### src/rtl/rkqb_pkg.sv
`timescale 1ns / 1ps
`default_nettype none

package rkqb_pkg;

    localparam int unsigned CFG_IDX_W  = 3;
    localparam int unsigned CFG_DATA_W = 16;
    localparam int unsigned SPD_W      = 3;
    localparam int unsigned GRACE_W    = 12;
    localparam int unsigned TIME_W     = 16;
    localparam int unsigned ACC_W      = 4;
    localparam int unsigned IN_DATA_W  = 8;
    localparam int unsigned OUT_DATA_W = 8;

    localparam logic [CFG_IDX_W-1:0] CFG_STEPS_PER_DETENT = 3'd0;
    localparam logic [CFG_IDX_W-1:0] CFG_GRACE_MS         = 3'd1;
    localparam logic [CFG_IDX_W-1:0] CFG_DEBOUNCE_MS      = 3'd2;
    localparam logic [CFG_IDX_W-1:0] CFG_HOLD_MS          = 3'd3;
    localparam logic [CFG_IDX_W-1:0] CFG_SLEEP_HOLD_MS    = 3'd4;

    localparam logic [SPD_W-1:0]   SPD_MIN           = 3'd1;
    localparam logic [SPD_W-1:0]   SPD_MAX           = 3'd4;
    localparam logic [SPD_W-1:0]   SPD_RESET         = 3'd4;
    localparam logic [GRACE_W-1:0] GRACE_RESET       = 12'd2000;
    localparam logic [TIME_W-1:0]  DEBOUNCE_RESET    = 16'd30;
    localparam logic [TIME_W-1:0]  HOLD_RESET        = 16'd600;
    localparam logic [TIME_W-1:0]  SLEEP_HOLD_RESET  = 16'd3000;
    localparam logic [1:0]         PHASES_RESET      = 2'b11;

    typedef struct packed {
        logic [TIME_W-1:0] debounce_ms;
        logic [TIME_W-1:0] hold_ms;
        logic [TIME_W-1:0] sleep_hold_ms;
    } rkqb_btn_cfg_t;

    typedef struct packed {
        logic accept;
        logic enabled;
        logic level;
        logic tick;
    } rkqb_btn_in_t;

    typedef struct packed {
        logic press;
        logic hold;
        logic sleep;
    } rkqb_btn_out_t;

    // packed with step in the lowest bits
    typedef struct packed {
        logic              input_enabled;
        logic              sleep_pulse;
        logic              hold_level;
        logic              press_pulse;
        logic signed [1:0] step;
    } rkqb_result_t;

    // quadrature transition table, index = {previous A, previous B, A, B}
    function automatic logic signed [1:0] gray_delta(input logic [3:0] idx);
        logic signed [1:0] d;
        begin
            unique case (idx)
                4'd1, 4'd7, 4'd8, 4'd14:  d = -2'sd1;
                4'd2, 4'd4, 4'd11, 4'd13: d = 2'sd1;
                default:                  d = 2'sd0;
            endcase
            return d;
        end
    endfunction

endpackage

`default_nettype wire

### src/rtl/rkqb_button.sv
`timescale 1ns / 1ps
`default_nettype none

module rkqb_button (
    input  wire                          clk,
    input  wire                          rst_n,
    input  wire rkqb_pkg::rkqb_btn_cfg_t cfg,
    input  wire rkqb_pkg::rkqb_btn_in_t  btn_in,
    output rkqb_pkg::rkqb_btn_out_t      btn_out
);
    import rkqb_pkg::*;

    logic              down_reg,  down_next;
    logic [TIME_W-1:0] time_reg,  time_next;
    logic              hold_reg,  hold_next;
    logic              sleep_reg, sleep_next;
    logic              press;
    logic              sleep;

    always_comb
    begin
        down_next  = down_reg;
        time_next  = time_reg;
        hold_next  = hold_reg;
        sleep_next = sleep_reg;
        press      = 1'b0;
        sleep      = 1'b0;
        if (!btn_in.enabled)
        begin
            down_next  = 1'b0;
            time_next  = '0;
            hold_next  = 1'b0;
            sleep_next = 1'b0;
        end
        else
        begin
            if (btn_in.level && !down_reg)
            begin
                down_next  = 1'b1;
                time_next  = '0;
                hold_next  = 1'b0;
                sleep_next = 1'b0;
            end
            else if (down_reg)
            begin
                if (btn_in.tick && (time_reg != '1))
                begin
                    time_next = time_reg + TIME_W'(1);
                end
                if (!btn_in.level)
                begin
                    press = (time_next >= cfg.debounce_ms) && (time_next < cfg.hold_ms)
                            && !sleep_reg;
                    down_next = 1'b0;
                    hold_next = 1'b0;
                end
                else if (!hold_reg && (time_next >= cfg.hold_ms))
                begin
                    hold_next = 1'b1;
                end
            end
            if (down_next && !sleep_next && (time_next >= cfg.sleep_hold_ms))
            begin
                sleep_next = 1'b1;
                sleep      = 1'b1;
            end
        end
    end

    assign btn_out.press = press;
    assign btn_out.hold  = hold_next;
    assign btn_out.sleep = sleep;

    always_ff @(posedge clk or negedge rst_n)
    begin
        if (!rst_n)
        begin
            down_reg  <= 1'b0;
            time_reg  <= '0;
            hold_reg  <= 1'b0;
            sleep_reg <= 1'b0;
        end
        else if (btn_in.accept)
        begin
            down_reg  <= down_next;
            time_reg  <= time_next;
            hold_reg  <= hold_next;
            sleep_reg <= sleep_next;
        end
    end

endmodule

`default_nettype wire

### src/rtl/rotary_knob_quadrature_and_button.sv
`timescale 1ns / 1ps
`default_nettype none
// Throughput: one sample per cycle while the skid register is empty; state is updated
// in the accept cycle and the result goes to an output register backed by a one-beat
// skid register. Reset: asynchronous, active low; all registers but the output and skid
// data registers take their reset values, phases read as both high, the grace counter
// starts from zero and no result beat is pending.
module rotary_knob_quadrature_and_button (
    input  wire                              clk,
    input  wire                              rst_n,
    input  wire                              s_tvalid,
    output logic                             s_tready,
    // [0] phase_a, [1] phase_b, [2] button_level, [3] ms_tick, [7:4] zero
    input  wire  [rkqb_pkg::IN_DATA_W-1:0]   s_tdata,
    output logic                             m_tvalid,
    input  wire                              m_tready,
    // [1:0] step, [2] press_pulse, [3] hold_level, [4] sleep_pulse,
    // [5] input_enabled, [7:6] zero
    output logic [rkqb_pkg::OUT_DATA_W-1:0]  m_tdata,
    input  wire                              cfg_valid,
    output logic                             cfg_ready,
    input  wire  [rkqb_pkg::CFG_IDX_W-1:0]   cfg_index,
    input  wire  [rkqb_pkg::CFG_DATA_W-1:0]  cfg_data
);
    import rkqb_pkg::*;

    // config
    logic [SPD_W-1:0]   spd_reg;
    logic [GRACE_W-1:0] grace_ms_reg;
    logic [TIME_W-1:0]  debounce_reg;
    logic [TIME_W-1:0]  hold_ms_reg;
    logic [TIME_W-1:0]  sleep_ms_reg;
    logic [SPD_W-1:0]   spd_wr;
    logic               cfg_fire;

    // item state
    logic [1:0]              phases_reg;
    logic signed [ACC_W-1:0] acc_reg, acc_next;
    logic [GRACE_W-1:0]      grace_reg, grace_next;

    logic               in_fire;
    logic               out_fire;
    logic [1:0]         phases;
    logic               level;
    logic               tick;
    logic               enabled;
    logic signed [1:0]  delta;
    logic signed [ACC_W-1:0] acc_sum;
    logic signed [ACC_W-1:0] spd_s;
    logic signed [1:0]  step;
    rkqb_result_t       result;
    rkqb_btn_cfg_t      btn_cfg;
    rkqb_btn_in_t       btn_in;
    rkqb_btn_out_t      btn_out;

    // output register and skid
    logic               out_valid_reg, out_valid_next;
    logic               skid_valid_reg, skid_valid_next;
    rkqb_result_t       out_data_reg, out_data_next;
    rkqb_result_t       skid_data_reg, skid_data_next;

    assign cfg_ready = 1'b1;
    assign cfg_fire  = cfg_valid & cfg_ready;

    always_comb
    begin
        spd_wr = cfg_data[SPD_W-1:0];
        if (spd_wr < SPD_MIN)
        begin
            spd_wr = SPD_MIN;
        end
        else if (spd_wr > SPD_MAX)
        begin
            spd_wr = SPD_MAX;
        end
    end

    always_ff @(posedge clk or negedge rst_n)
    begin
        if (!rst_n)
        begin
            spd_reg      <= SPD_RESET;
            grace_ms_reg <= GRACE_RESET;
            debounce_reg <= DEBOUNCE_RESET;
            hold_ms_reg  <= HOLD_RESET;
            sleep_ms_reg <= SLEEP_HOLD_RESET;
        end
        else if (cfg_fire)
        begin
            unique case (cfg_index)
                CFG_STEPS_PER_DETENT: spd_reg      <= spd_wr;
                CFG_GRACE_MS:         grace_ms_reg <= cfg_data[GRACE_W-1:0];
                CFG_DEBOUNCE_MS:      debounce_reg <= cfg_data[TIME_W-1:0];
                CFG_HOLD_MS:          hold_ms_reg  <= cfg_data[TIME_W-1:0];
                CFG_SLEEP_HOLD_MS:    sleep_ms_reg <= cfg_data[TIME_W-1:0];
                default:              ;
            endcase
        end
    end

    assign in_fire  = s_tvalid & s_tready;
    assign out_fire = m_tvalid & m_tready;

    assign phases = {s_tdata[0], s_tdata[1]};
    assign level  = s_tdata[2];
    assign tick   = s_tdata[3];

    assign grace_next = (tick && (grace_reg != '1)) ? grace_reg + GRACE_W'(1) : grace_reg;
    assign enabled    = grace_next >= grace_ms_reg;

    assign delta   = gray_delta({phases_reg, phases});
    assign acc_sum = acc_reg + ACC_W'(delta);
    assign spd_s   = $signed({1'b0, spd_reg});

    always_comb
    begin
        step     = 2'sd0;
        acc_next = acc_sum;
        if (!enabled)
        begin
            acc_next = '0;
        end
        else if (acc_sum >= spd_s)
        begin
            step     = 2'sd1;
            acc_next = acc_sum - spd_s;
        end
        else if (acc_sum <= -spd_s)
        begin
            step     = -2'sd1;
            acc_next = acc_sum + spd_s;
        end
    end

    assign btn_cfg.debounce_ms   = debounce_reg;
    assign btn_cfg.hold_ms       = hold_ms_reg;
    assign btn_cfg.sleep_hold_ms = sleep_ms_reg;

    assign btn_in.accept  = in_fire;
    assign btn_in.enabled = enabled;
    assign btn_in.level   = level;
    assign btn_in.tick    = tick;

    rkqb_button u_button (
        .clk     (clk),
        .rst_n   (rst_n),
        .cfg     (btn_cfg),
        .btn_in  (btn_in),
        .btn_out (btn_out)
    );

    always_comb
    begin
        result.step          = step;
        result.press_pulse   = btn_out.press;
        result.hold_level    = btn_out.hold;
        result.sleep_pulse   = btn_out.sleep;
        result.input_enabled = 1'b1;
        if (!enabled)
        begin
            result = '0;
        end
    end

    always_ff @(posedge clk or negedge rst_n)
    begin
        if (!rst_n)
        begin
            phases_reg <= PHASES_RESET;
            acc_reg    <= '0;
            grace_reg  <= '0;
        end
        else
        begin
            if (in_fire)
            begin
                phases_reg <= phases;
                grace_reg  <= grace_next;
            end
            if (cfg_fire && (cfg_index == CFG_STEPS_PER_DETENT))
            begin
                acc_reg <= '0;
            end
            else if (in_fire)
            begin
                acc_reg <= acc_next;
            end
        end
    end

    // output beat register with one skid entry
    assign s_tready = !skid_valid_reg;
    assign m_tvalid = out_valid_reg;
    assign m_tdata  = {{(OUT_DATA_W - $bits(rkqb_result_t)){1'b0}}, out_data_reg};

    always_comb
    begin
        out_valid_next  = out_valid_reg;
        skid_valid_next = skid_valid_reg;
        out_data_next   = out_data_reg;
        skid_data_next  = skid_data_reg;
        if (skid_valid_reg)
        begin
            if (out_fire)
            begin
                out_data_next   = skid_data_reg;
                skid_valid_next = 1'b0;
            end
        end
        else if (in_fire)
        begin
            if (!out_valid_reg || out_fire)
            begin
                out_data_next  = result;
                out_valid_next = 1'b1;
            end
            else
            begin
                skid_data_next  = result;
                skid_valid_next = 1'b1;
            end
        end
        else if (out_fire)
        begin
            out_valid_next = 1'b0;
        end
    end

    always_ff @(posedge clk or negedge rst_n)
    begin
        if (!rst_n)
        begin
            out_valid_reg  <= 1'b0;
            skid_valid_reg <= 1'b0;
        end
        else
        begin
            out_valid_reg  <= out_valid_next;
            skid_valid_reg <= skid_valid_next;
        end
    end

    always_ff @(posedge clk)
    begin
        out_data_reg  <= out_data_next;
        skid_data_reg <= skid_data_next;
    end

    a_skid_implies_out: assert property (@(posedge clk) disable iff (!rst_n)
        skid_valid_reg |-> out_valid_reg)
        else $error("skid entry held without a pending output beat");

    a_disabled_zero: assert property (@(posedge clk) disable iff (!rst_n)
        (m_tvalid && !out_data_reg.input_enabled) |->
        (out_data_reg.step == 2'sd0) && !out_data_reg.press_pulse
        && !out_data_reg.hold_level && !out_data_reg.sleep_pulse)
        else $error("output beat during grace period is not all zero");

    a_press_sleep_excl: assert property (@(posedge clk) disable iff (!rst_n)
        m_tvalid |-> !(out_data_reg.press_pulse && out_data_reg.sleep_pulse))
        else $error("press and sleep pulse in the same beat");

    a_acc_range: assert property (@(posedge clk) disable iff (!rst_n)
        (acc_reg < spd_s) && (acc_reg > -spd_s))
        else $error("tick accumulator outside detent range");

endmodule

`default_nettype wire
### config.mk
export PLATFORM = sky130hd
export DESIGN_NAME = rotary_knob_quadrature_and_button
export DESIGN_NICKNAME = d
export VERILOG_FILES = /design/src/rtl/rkqb_pkg.sv /design/src/rtl/rkqb_button.sv /design/src/rtl/rotary_knob_quadrature_and_button.sv
export SDC_FILE = /design/constraint.sdc
export NUM_CORES = 1
export LEC_CHECK = 0
export ABC_AREA = 1
export BUFFER_PORTS_ARGS = -buffer_cell sky130_fd_sc_hd__buf_4
export CAP_MARGIN = 5
export CORE_MARGIN = 3
export CORE_UTILIZATION = 54
export DETAILED_ROUTE_END_ITERATION = 7
export GPL_TIMING_DRIVEN = 0
export PLACE_DENSITY = 0.68
export SLEW_MARGIN = 20
export SYNTH_ARGS = -nofsm -noshare
export SYNTH_HDL_FRONTEND = slang
export SYNTH_HIERARCHICAL = 1
export SYNTH_SLANG_ARGS = --single-unit
export TNS_END_PERCENT = 20
### constraint.sdc
create_clock -name clk -period 4.4 [get_ports clk]
set_input_delay 0 -clock clk [delete_from_list [all_inputs] [get_ports clk]]
set_output_delay 0 -clock clk [all_outputs]
set_load 0.05 [all_outputs]
# After elaboration in Yosys (flattened, before gate mapping)
# Memories as Yosys holds them, arrays and structs flattened.
# Index checks and enable logic that the tools add are counted.
# op_classes
magnitude_cmp	9
bitwise	4
n_addsub	6
eq_ne	8
n_mux	48
n_reduce_logical	29
# ops
cell	count
$mux 16	8
$ge 16x16->1	3
$mux 6	5
$mux 1	25
$mux 4	5
$add 16x1->16 const B	1
$lt 16x16->1	1
$ne 16x16->1 const B	1
$add 12x1->12 const B	1
$ge 12x12->1	1
$mux 12	1
$ne 12x12->1 const B	1
$reduce_and 2->1	5
$logic_and 1x1->1	9
$reduce_and 3->1	3
$reduce_bool 2->1	4
$eq 3x2->1 const B	2
$logic_not 1->1	6
$mux 3	2
$add 4x2->4	1
$add 4x4->4	1
$ge 4x4->1	1
$le 4x4->1	1
$mux 2	2
12 further kinds	14
# word_totals
reg_bits	114
memories	1
rom_bits	32
# mem_list
name	depth	word_bits	read_ports	rd_clocked_by_memory_dff	write_ports	line	rtl
(name not given)	16	2	1	0	0	rkqb_pkg.sv:62	unique case (idx)

# Depth between registers and ports, before layout
# Gate-level depths: netlist of run 1.
# depth
ltp_word	17
ltp_mapped	24

# By module
# Netlist of run 1, hierarchy kept.
# by_module_without_submodules
module	n_inst	cells_each	area_per_inst_um2	seq_area_each_um2
rotary_knob_quadrature_and_button	1	571	4936.0	2467.4
rkqb_button	1	396	2695.1	475.5

# Worst setup path before layout of run 1
# No wires, ideal clock.
# synth_path
path_type	register to register
start	register u_button.time_reg[0]
end	register out_data_reg, in the netlist m_tdata[3], data pin
path_stages_with_launch	23
t_required_ns	4.248
path_slack_ns	1.208
n_path_buf	1
arrival_ns	3.040
synth_period_minus_slack_ns	3.192
path_cell_list	dfrtp_1 ha_1 nand2_1 nor2_1 nand2_4 o21a_4 nand4_1 nor2_1 xor2_1 inv_1 ha_1 nand2_1 inv_1 nand4_1 nor4b_1 nand2_1 nor2_1 nor2_1 nand2_1 and3_1 buf_4 nand2_1 o21ai_0
# synth_rtl
item	line	rtl
start: declaration	rkqb_button.sv:14	logic [TIME_W-1:0] time_reg, time_next;
start signal: assignment	rkqb_button.sv:86	time_reg <= time_next;
end signal: assignment	rotary_knob_quadrature_and_button.sv:245	out_data_reg <= out_data_next;
end: declaration	rotary_knob_quadrature_and_button.sv:59	rkqb_result_t out_data_reg, out_data_next;

==> results of run 1 <==
Yosys cell counts, types with 5 or more instances:
cell and instances:
inv_2 8, nor2_1 50, o21ai_1 14, o21ai_0 90, clkbuf_1 14, buf_4 7, o22ai_1 13, xor2_1 24
nor3_1 7, dfrtp_1 78, nand3_1 38, nand2_1 213, nand4_1 20, inv_1 172, edfxtp_1 12, ha_1 77
a21oi_1 33, nand2_2 5, dfstp_2 24
power groups by stage:
stage / sequential [mW] / combinational (mW) / clock (mW)
2_1_floorplan: 1.64 / 1.60 / 0
3_3_place_gp: 1.57 / 2.19 / 0
3_5_place_dp: 1.58 / 2.23 / 0
4_1_cts: 1.56 / 2.27 / 1.43
5_1_grt: 1.60 / 2.64 / 1.48
6_report: 1.57 / 2.31 / 1.41
cell families (layout without fill, tap and decap cells):
logic type / Yosys count / in the layout / share of synthesized area [%]
AOI/OAI and AO/OA: 181 / 181 / 13.7
xor gates and xnor gates: 26 / 26 / 2.98
adders and majority gates: 80 / 80 / 13.4
buffers and inverters: 209 / 301 / 10.8
DFF: 114 / 114 / 38.6
other: 2 / 3 / 0.0984
and+or+nand+nor: 355 / 355 / 20.4
stage by stage:
stage          hold slack, ns  setup WS [ns]  total power, mW  cells  util (%)
5_1_grt                0.0595         0.0358             5.71   1236      66.6
6_report               0.0191          0.394             5.29   1236      66.6
3_3_place_gp            0.239          0.126             3.76   1179      60.1
2_1_floorplan          -0.296           1.21             3.23    968         -
4_1_cts                0.0162         0.0530             5.25   1235      66.4
3_5_place_dp            0.185         0.0787             3.80   1179      60.1
worst register-to-register path, delay by kind of cell (launching register included):
| kind | cells | cell delay (ns) |
|---|---|---|
| compound gates | 6 | 1.26 |
| xor+xnor | 1 | 0.30 |
| fa+ha+maj | 2 | 0.56 |
| buf+inv | 2 | 0.26 |
| flops | 1 | 0.40 |
| simple gates | 10 | 1.06 |
path summary, 6_finish.rpt:
check / startpoint / end / slack [ns]
max in group asynchronous: rst_n / debounce_reg[13]$_DFFE_PN0P_ / 3.48
max reg2reg: u_button/time_reg[0]$_DFFE_PN0P_ / m_tdata[2]$_DFFE_PP_ / 0.39
min: cfg_valid / sleep_ms_reg[1]$_DFFE_PN0P_ / 0.02
min in group asynchronous: rst_n / acc_reg[0]$_DFFE_PN0P_ / 0.23
min reg2reg: sleep_ms_reg[13]$_DFFE_PN0P_ / sleep_ms_reg[13]$_DFFE_PN0P_ / 0.49
max: u_button/time_reg[0]$_DFFE_PN0P_ / m_tdata[2]$_DFFE_PP_ / 0.39
cell type report:
class | count | area [um2]
plain buffers | 26 | 135
clock inverters | 10 | 131
multi-input cells | 645 | 3880
flip-flops and latches | 114 | 2940
fillers | 1162 | 4510
well taps | 176 | 220
inverters | 183 | 689
clock buffers | 22 | 474
repair buffers | 60 | 527
timing repair:
action | 4_1_cts | 5_1_grt
gates resized for setup | 0 | 2
endpoints found under the hold margin | 146 | 0
hold buffers | 24 | 0
setup endpoints to repair | 0 | 11
setup buffers | 0 | 1
per-layer routing:
| metal | vias to the layer above | routed length, um | share of wire [%] |
|---|---|---|---|
| met1 | 3038 | 9070 | 49 |
| li1 | 3285 | - | - |
| met5 | - | 0 | 0 |
| met2 | 131 | 8520 | 46 |
| met4 | 0 | 171 | 0.92 |
| met3 | 16 | 859 | 4.6 |
==> impl_metrics.toml, run 1 <==
[clock_network]
clkSinkCount = 114
htreeDepth = 4
insertion_delay_ns = 0.42
cts.path.max_buffers = 2
cts_buffers = 17
cts_tree = "built"
cts-root-buf = "clkbuf_16"
path_clk_slew_ns = 0.05

[sta]
max_slew_margin_pct = 35.4
hold_viol = 0
finalCritPeriodShare_pct = 91.0
final_max_slew_viol_count = 0
setup_tns_ns = 0
fmax_ghz = 0.250
min_period_ns = 4.01
rsz0062_at_grt = "no"
clock_skew_ns = 0.00647
setup_violations = 0
tightest_slew_ns = 0.969

[critical_path]
worst-path-buf-inv = 2
endpoint_kind = "flop"
path_max_fanout = 8
arrival_ns = 4.27
max_stage_delay_ns = 0.40
cp.required_ns = 4.66
setup.worst_path.start_class = "flop"
cp_cell_sequence = "ha_1 -> nand2_1 -> nor2_1 -> nand2_4 -> o21a_4 -> nand4_1 -> nor2_1 -> xor2_1 -> inv_1 -> ha_1 -> nand2_1 -> nor2_1 -> nand2_1 -> o211ai_1 -> a21oi_1 -> a21boi_1 -> nand3_1 -> a21oi_2 -> buf_4 -> nand2_1 -> o21ai_0"
rr_worst_depth = 21
slowest_stage = "dfrtp_1"
worst_path_most_repeated_cell = "nand2_1"
path_depth = 21
cpLargestDelayFamily = "compound AO/OA/AOI/OAI gates"
critical_path_class = "reg -> reg"

[power]
p_sw_mw = 2.16
pwr-share-seq_pct = 29.6
p_sw_share_pct = 40.7
p_clk_share_pct = 26.7
ir_worst_vdd_uv = 347
power_leakage_nw = 4.62
p_per_area_nw_per_um2 = 588
p_int_mw = 3.14
pwr-share-comb_pct = 43.7

[placement]
place_hpwl_mm = 13.4
place_area_um2 = 8120
gp_congestion = 0.900
port_buffers = 35

[synth]
yosysTopAreaCell = "dfrtp_1"
synth-edff-count = 12
synth_top_area_share_pct = 25.6
async_reset_ff_share_pct = 89.5
ys_types = 57
synthCells = 967
ys_warn_count = 6
ys_ff_latch = 114
ys_seq_area_share_pct = 38.6
synthFlopType = "dfrtp_1"
syn_area_per_cell_um2 = 7.89
synth.cell_area_um2 = 7630
ys_top_cells_by_area = "dfrtp_1 (26%), ha_1 (13%), nand2_1 (10%)"

[run_status]
status = "complete, no violations"

[floorplan]
start_util_pct = 56.5
die_area_um2 = 15600
fp-row-count = 42
chipWidth_um = 125
ioPinCount = 43
core_um2 = 13500
die_height_um = 125

[route]
vias_per_cell = 5.23
post-route-drc-count = 0
ant_nets = 0
drt-initial-drc-count = 444
first_pass_iters = 5
vias = 6470
routed_wl_mm = 18.6
routedWlPerCell_um = 15.1

[finish]
layout.cells.most_common = "nand2_1"
synthToLayoutAreaGrowth_pct = 17.9
drive_gt1_share_pct = 13.5
nets = 1159
n_antenna_cell = 0
final_area_um2 = 9000
most-common-layout-cells = "nand2_1 (212), inv_1 (172), o21ai_0 (90)"

[grt]
grt_pass1_vias = 6162
grt_pass1_wl_mm = 30.8
busiest_layer = "met2"
gr-total-overflow = 0
globalRouteMet1Util_pct = 34.2
track_usage_pct = 24.6
gr-usage-met3_pct = 6.30
grt_antenna_before_repair = 0
use_met2_pct = 38.7
grt_max_degree = 103

[run]
maxCapViolCount = 0

[min_path]
min_path_cells = 4
min_path_type = "in -> reg"
No activity file was read; power rests on OpenSTA's default activity.
==> run 2: changes to the inputs <==
Settings changed: CTS_BUF_LIST set to sky130_fd_sc_hd__clkbuf_4, REMOVE_ABC_BUFFERS set to 1.
==> impl_metrics.toml, run 2 (same netlist as run 1, synthesis figures left out) <==
[finish]
fin_util_pct = 63.7
most-common-layout-cells = "nand2_1 (212), inv_1 (172), o21ai_0 (90)"
drive_gt1_share_pct = 13.2
layout.cells.most_common = "nand2_1"
n_antenna_cell = 0
synthToLayoutAreaGrowth_pct = 12.8
nets = 1141

[grt]
grt_max_degree = 103
track_usage_pct = 23.3
grt_pass1_vias = 5854
gr-total-overflow = 0
grt_pass1_wl_mm = 29.2
grt_antenna_before_repair = 0

[sta]
min_period_ns = 3.91
final_max_slew_viol_count = 0
fmax_ghz = 0.256
tightest_slew_ns = 0.997
finalWorstSetupSlack_ns = 0.490
rsz0062_at_grt = "no"
finalCritPeriodShare_pct = 88.9
clock_skew_ns = 0.0197
hold_viol = 0
setup_tns_ns = 0
setup_violations = 0
max_slew_margin_pct = 33.5

[power]
ir_worst_vdd_uv = 506
p_per_area_nw_per_um2 = 537
power_leakage_nw = 4.43

[critical_path]
setup.worst_path.start_class = "flop"
arrival_ns = 4.30
endpoint_kind = "flop"
slowest_stage = "nor4b_1"
path_max_fanout = 8
worst_path_most_repeated_cell = "nand2_1"
cp.required_ns = 4.79
critical_path_class = "reg -> reg"
cpLargestDelayFamily = "simple AND/OR/NAND/NOR gates"
max_stage_delay_ns = 0.53
worst-path-buf-inv = 2
cp_cell_sequence = "ha_1 -> nand2_1 -> nor2_1 -> nand2_4 -> o21a_4 -> nand4_1 -> nor2_1 -> xor2_1 -> inv_1 -> ha_1 -> nand2_1 -> inv_1 -> nand4_1 -> nor4b_1 -> nand2_1 -> nor2_1 -> nor2_1 -> nand2_1 -> and3_1 -> nand2_1 -> o21ai_0"

[run_status]
status = "complete, no violations"

[route]
first_pass_iters = 6
vias_per_cell = 5.12
routed_wl_mm = 17.4
vias = 6232
ant_nets = 0
routedWlPerCell_um = 14.3
drt-initial-drc-count = 485
post-route-drc-count = 0

[floorplan]
fp-row-count = 42
chipWidth_um = 125
core_um2 = 13500
start_util_pct = 56.5
die_height_um = 125
die_area_um2 = 15600
ioPinCount = 43

[clock_network]
insertion_delay_ns = 0.56
cts.path.max_buffers = 2
path_clk_slew_ns = 0.12
cts_buffers = 17
clkSinkCount = 114
cts-root-buf = "clkbuf_4"
htreeDepth = 4
cts_tree = "built"

[placement]
port_buffers = 35
dpl_worst_slack_ns = 0.0916
place_hpwl_mm = 12.5
gp_congestion = 0.870

[run]
maxCapViolCount = 0

[min_path]
min_path_type = "in -> async"
## run 2: layer usage
metal | global-route usage, % | share of wire [%] | vias up
met5 | 0 | 0 | -
met4 | 7.27 | 1.5 | 0
met3 | 4.85 | 4.1 | 21
met2 | 35.6 | 45 | 112
met1 | 33.3 | 49 | 2851
li1 | - | - | 3248
## run 2: per-stage QoR
step / cells / area, um2 / total power, mW / hold WS, ns
4_1_cts: 1216 / 8580 / 4.61 / 0.147
5_1_grt: 1218 / 8600 / 5.07 / 0.175
6_report: 1218 / 8600 / 4.62 / 0.130
3_3_place_gp: 1153 / 7980 / 3.75 / 0.224
2_1_floorplan: 942 / 7500 / 3.21 / -0.296
3_5_place_dp: 1154 / 8010 / 3.79 / 0.200
## run 2: cell type report
class	instances	area (um2)
clock inverter	14	141
sequential	114	2940
multi-input combinational	645	3880
timing repair buffer	68	593
clock buffer	18	135
tap	176	220
fill	1222	4900
inverter	183	689
## run 2: what timing repair did
action	4_1_cts	5_1_grt
resized for setup	0	2
setup endpoints to repair	0	10
hold buffers	30	0
buffers inserted	0	2
endpoints found under the hold margin	160	0
## run 2: worst paths after layout
| kind | from | end | slack, ns | depth (start not counted) |
|---|---|---|---|---|
| setup / recovery | u_button/time_reg[0]$_DFFE_PN0P_ | m_tdata[3]$_DFFE_PP_ | 0.49 | 21 |
| hold / removal | rst_n | hold_ms_reg[8]$_DFFE_PN0P_ | 0.13 | 2 |
| setup reg to reg | u_button/time_reg[0]$_DFFE_PN0P_ | m_tdata[3]$_DFFE_PP_ | 0.49 | 21 |
| hold reg to reg | grace_ms_reg[10]$_DFFE_PN1P_ | grace_ms_reg[10]$_DFFE_PN1P_ | 0.49 | 2 |
| max in group asynchronous | rst_n | u_button/sleep_reg$_DFFE_PN0P_ | 3.64 | 2 |
| min in group clk | s_tvalid | phases_reg[0]$_DFFE_PN1P_ | 0.19 | 4 |
## run 2: power by group
group | internal [mW] | switching, mW
logic | 0.808 | 1.45
registers | 1.37 | 0.215
clock network | 0.339 | 0.437
total | 2.52 | 2.10
## run 2: worst reg2reg max path: stages, from the launching register on
cell and delay (ns):
dfrtp_1 0.43, ha_1 0.25, nand2_1 0.07, nor2_1 0.18, nand2_4 0.10, o21a_4 0.26
nand4_1 0.11, nor2_1 0.08, xor2_1 0.22, inv_1 0.10, ha_1 0.30, nand2_1 0.13
inv_1 0.08, nand4_1 0.15, nor4b_1 0.53, nand2_1 0.10, nor2_1 0.11, nor2_1 0.04
nand2_1 0.06, and3_1 0.20, nand2_1 0.09, o21ai_0 0.17
